[config.mk]
export PLATFORM = sky130hd
export DESIGN_NAME = trd_ctrl
export DESIGN_NICKNAME = d
export VERILOG_FILES = /design/src/hw/rtl/trd_pkg.sv /design/src/hw/rtl/trd_ctrl.sv
export SDC_FILE = /design/constraint.sdc
export NUM_CORES = 1
export LEC_CHECK = 0
export BUFFER_PORTS_ARGS = -buffer_cell sky130_fd_sc_hd__buf_2
export CAP_MARGIN = 20
export CORE_AREA = 2 2 39 41
export DETAILED_ROUTE_END_ITERATION = 8
export DIE_AREA = 0 0 41 43
export PLACE_DENSITY_LB_ADDON = 0.12
export SLEW_MARGIN = 20
export SYNTH_ARGS = -nofsm -noshare
export SYNTH_HDL_FRONTEND = slang
export SYNTH_SLANG_ARGS = --single-unit
[constraint.sdc]
create_clock -name clk -period 2.36 [get_ports clk]
set_input_delay 0.354 -clock clk [delete_from_list [all_inputs] [get_ports clk]]
set_output_delay 0.354 -clock clk [all_outputs]
set_load 0.02 [all_outputs]
[src/hw/rtl/trd_pkg.sv]
// ----------------------------------------------------------------------------
// trd_pkg
// Shared constants, controller/datapath interface types and the key hash
// for the trace record dictionary.
// ----------------------------------------------------------------------------
package trd_pkg;

  localparam int IN_KEY_W   = 64;
  localparam int KEY_BITS   = 64;
  localparam int MAX_IDS    = 16384;
  localparam int ID_W       = $clog2(MAX_IDS + 1);
  localparam int ENTRY_ID_W = 15;
  localparam int COUNT_W    = 32;
  localparam int TBL_AW     = $clog2(MAX_IDS);
  localparam int TBL_DEPTH  = 1 << TBL_AW;

  localparam logic [COUNT_W-1:0] COUNT_MAX = '1;

  typedef struct packed {
    logic clear;
    logic load;
    logic hash_rd;
    logic advance;
    logic insert;
    logic overflow;
    logic cnt_rd;
    logic cnt_upd;
  } trd_cmd_t;

  typedef struct packed {
    logic clear_last;
    logic empty;
    logic match;
    logic full;
    logic last_probe;
    logic out_free;
  } trd_stat_t;

  // XOR fold of the key onto the table index
  function automatic logic [TBL_AW-1:0] key_hash(input logic [KEY_BITS-1:0] key);
    logic [TBL_AW-1:0] h;
    h = '0;
    for (int i = 0; i < KEY_BITS; i++) begin
      h[i % TBL_AW] = h[i % TBL_AW] ^ key[i];
    end
    return h;
  endfunction

endpackage

[src/hw/rtl/trd_ctrl.sv]
// ----------------------------------------------------------------------------
// trd_ctrl
// Sequencer for the dictionary: table clear after reset, hash probe,
// key check, count read-modify-write and result hand-off.
// ----------------------------------------------------------------------------
module trd_ctrl (
  input  logic              clk,
  input  logic              rst_n,
  input  logic              in_valid,
  output logic              in_ready,
  input  trd_pkg::trd_stat_t stat,
  output trd_pkg::trd_cmd_t  cmd
);

  localparam logic [2:0] S_CLEAR = 3'd0;
  localparam logic [2:0] S_IDLE  = 3'd1;
  localparam logic [2:0] S_PROBE = 3'd2;
  localparam logic [2:0] S_CHECK = 3'd3;
  localparam logic [2:0] S_COUNT = 3'd4;

  logic [2:0] state_r;
  logic [2:0] state_nxt;

  always_comb begin
    cmd       = '0;
    in_ready  = 1'b0;
    state_nxt = state_r;
    case (state_r)
      S_CLEAR: begin
        cmd.clear = 1'b1;
        if (stat.clear_last) begin
          state_nxt = S_IDLE;
        end
      end
      S_IDLE: begin
        in_ready = 1'b1;
        if (in_valid) begin
          cmd.load  = 1'b1;
          state_nxt = S_PROBE;
        end
      end
      S_PROBE: begin
        cmd.hash_rd = 1'b1;
        state_nxt   = S_CHECK;
      end
      S_CHECK: begin
        if (stat.match) begin
          cmd.cnt_rd = 1'b1;
          state_nxt  = S_COUNT;
        end else if (stat.empty && !stat.full) begin
          if (stat.out_free) begin
            cmd.insert = 1'b1;
            state_nxt  = S_IDLE;
          end
        end else if (stat.empty || stat.last_probe) begin
          if (stat.out_free) begin
            cmd.overflow = 1'b1;
            state_nxt    = S_IDLE;
          end
        end else begin
          cmd.advance = 1'b1;
          state_nxt   = S_PROBE;
        end
      end
      S_COUNT: begin
        if (stat.out_free) begin
          cmd.cnt_upd = 1'b1;
          state_nxt   = S_IDLE;
        end
      end
      default: begin
        state_nxt = S_CLEAR;
      end
    endcase
  end

  always_ff @(posedge clk) begin
    if (!rst_n) begin
      state_r <= S_CLEAR;
    end else begin
      state_r <= state_nxt;
    end
  end

endmodule

* Yosys cells after proc, flatten, opt, wreduce, memory -nomap -nowiden
Index checks and enable logic that the tools add are counted.
** Cells by class
- $mul :: 0
- Reductions and logical operators :: 5
- Equality and inequality tests :: 6
- Muxes and demuxes :: 22
- $add $sub $neg :: 0
- Bitwise gates (word level) :: 0
- Div/mod/pow operators :: 0
- Shift operators :: 0
- Order comparisons :: 0
** Operators with widths (number)
- two-way mux 3 bit :: 7
- case mux 3 bit (5 select lines) :: 1
- two-way mux 1 bit :: 13
- == test 3 x 2 -> 1 bit, second input constant :: 2
- two-way mux 4 bit :: 1
- inequality test 2 bit, second input constant :: 2
- == test 3 x 1 -> 1 bit, second input constant :: 1
- == test 3 bit, second input constant :: 1
- logical NOT 3 bit :: 1
- AND reduction 2 bit :: 1
- logical AND 1 bit :: 1
- logical NOT 1 bit :: 1
- logical OR 1 bit :: 1
** Storage, ports and cells
- Flip-flop bits (word level) :: 3
- Memories :: 0
- Bits in latches :: 0
- Memory bits (writable) :: 0
- ROM bits :: 0
- Logic and storage cells :: 34
- Input port bits :: 9

* Longest topological paths before layout
- Depth in word-level cells :: 5
- Mapped depth :: 5

* Least setup slack after synthesis
Ideal clock, no wire load.
- Path kind :: register -> output
- Start :: register state_r[0]
- End :: output port cmd[6] in the netlist's numbering
- Cell stages (with the launch flop) :: 4
- Arrival time :: 1.411 ns
- Setup slack :: 0.595 ns
- Required time :: 2.006 ns
- Cells stage by stage :: dfxtp_1 buf_2 nor3b_1 and2_1
** RTL lines
- start: declaration :: line trd_ctrl.sv:21 : logic [2:0] state_r;
- start signal: assignment :: line trd_ctrl.sv:81 : state_r <= state_nxt;
- end: declaration :: line trd_ctrl.sv:12 : output trd_pkg::trd_cmd_t cmd

==> flow_summary.toml <==
[status]
outcome = "completed"

[timing]
rsz0062_at_grt = "no"
fin_crit_sh_pct = 77.9
fmax_mhz = 544
tightest_slew_ns = 0.389
setup_ws_ns = 0.521
hold_viol_final = 0
setup_viol = 0
setup_tns_ns = 0
clock_skew_ns = 0.00169
final-max-slew-violation-count = 0
slew_headroom_pct = 74.0
fin_crit_ns = 1.84
whs_ns = 0.405

[routing]
first_iter_violations = 6
wl_um = 705
wire_per_inst_um = 9.93
routed_via_density = 4.34
ant_nets = 0
vias = 308
first_pass_iters = 3
drc = 0

[cells_and_area]
regMostFlops = "state_r"
finalNetCount = 65
num-fill-cells = 160
final_cells = 71
drive_gt1_share_pct = 45.5
largest_reg_flops = 3
antenna_cells = 0
largestRegisters = "state_r: 3 flops"
fin_area_um2 = 390
final_util_pct = 28.2
synthToLayoutAreaGrowth_pct = 45.1

[grt]
grt_pass1_vias = 288
overflow = 0
grt_pass1_wl_um = 1110
grt_max_degree = 11
antenna_found_initial = 0
grt_use_total_pct = 9.22

[clocking]
cts_buffers = 3
clockRootBuffer = "clkbuf_4"
cts_tree = "yes"
cts_buffer_depth = 2
cts_resized = 0
cts_max_level = 1
hold_buffers = 0
cts.sinks = 3
cts_setup_buffers = 0
clkTransAtPathRegs_ns = 0.04
worstSkewPairLatency_ns = 0.23

[synthesis]
synth_common_cells = "a21oi_1 (5), nor2_1 (4), dfxtp_1 (3), nand2_1 (3)"
netlist.area_leader.share_pct = 22.3
syn-num-nets = 45
async_flop_share_pct = 0
yosysMostFrequentCell = "a21oi_1"
ys_ff_latch = 3
yosysSeqAreaShare_pct = 22.3
synth.largest_area_cell = "dfxtp_1"
synth_area_um2 = 269
synth_top_cells_by_area = "dfxtp_1 (22%), a21oi_1 (9.3%), nor3b_2 (9.3%)"
synth_edf_count = 0
ys.flop_type = "dfxtp_1"
avgSynthCellArea_um2 = 7.47
netlist_instances = 36
ys_warn_count = 0
synth_cell_types = 22

[floorplan]
dieArea_um2 = 1760
io_pins = 18
core_area_um2 = 1380
die_h_um = 43
die_w_um = 41
rows = 14
start_util_pct = 19.4

[pwr]
leakage_nw = 0.191
peakVddDrop_mv = 0.150
power.total_mw = 0.254
cellPowerDensity_nw_per_um2 = 650

[setup_path]
slowest_delay_ns = 0.45
setup.worst_path.start_class = "flip-flop"
path_cells = "nor2b_4 > and3b_2 > nand2_2 > nor3b_2 > buf_2"
required_ns = 2.01
reg2reg_depth = 4
slowest_stage = "dfxtp_1"
cp.arrival_ns = 1.49
critPathMaxFanout = 8
path_class = "flip-flop to primary output"
cp-end-kind = "primary output"

[min_path]
hp-class = "input port to flip-flop"
hold_depth = 3

[place]
io_buffers = 17
dp_cells = 67
gp_congestion = 0.670
place_ws_ns = 0.770
dpl_cell_area_um2 = 364

[job]
drv_cap = 0
==> metal layers <==
metal	part of all wire (%)	global-route usage (%)
met1	47	11.5
met2	47	13.8
met3	6.0	1.57
met4	0	6.00
met5	0	0
==> worst max-delay path: cells and delay by family, from the launching register on <==
kind,cells,cell delay [ns]
buffers and inverters,1,0.17
and+or+nand+nor,4,0.63
DFF,1,0.45
==> final timing paths <==
| path | start | to | slack, ns |
|---|---|---|---|
| setup / recovery | state_r[1] | cmd[3] | 0.52 |
| hold / removal | rst_n | state_r[0] | 0.41 |
| setup reg to reg | state_r[2] | state_r[0] | 1.18 |
| hold reg to reg | state_r[1] | state_r[1] | 0.67 |
==> area by class of cell <==
class,instances,area [µm²],share of cell area [%]
Clock buffer,4,26.3,6.73
Multi-Input combinational cell,30,195,50.0
Timing Repair Buffer,17,85.1,21.8
Sequential cell,3,60.1,15.4
Inverter,1,3.75,0.962
Tap cell,16,20.0,5.13
==> cells in the final DEF, fill, tap and decap left out <==
cell / count
o32ai_1: 1
nand2_2: 1
nor3_1: 2
dfxtp_1: 3
clkbuf_1: 1
nor3b_2: 2
or2_1: 1
nor2b_1: 1
buf_2: 17
nor2_1: 4
mux2i_1: 1
a21oi_1: 5
nand2_1: 3
nor2b_4: 1
clkbuf_4: 3
inv_1: 1
o21ai_1: 1
and2_1: 1
nand3b_1: 1
nand2b_1: 1
nor4b_1: 1
nor3b_1: 1
and3_1: 1
and3b_2: 1
==> cells by family after synthesis <==
kind of cell / count (synthesis) / synth area share [%]
muxes: 1 / 3.72
DFF: 3 / 22.3
AOI/OAI and AO/OA: 7 / 14.4
buffers and inverters: 3 / 5.12
and+or+nand+nor: 22 / 54.4
==> where the power goes <==
group          internal, mW  leakage [nW]  switching (mW)  total, mW
combinational        0.0398         0.152          0.0501     0.0899
sequential           0.0583        0.0246          0.0166     0.0749
clock                0.0633        0.0150          0.0257     0.0890
No activity file was read; power rests on OpenSTA's default activity.
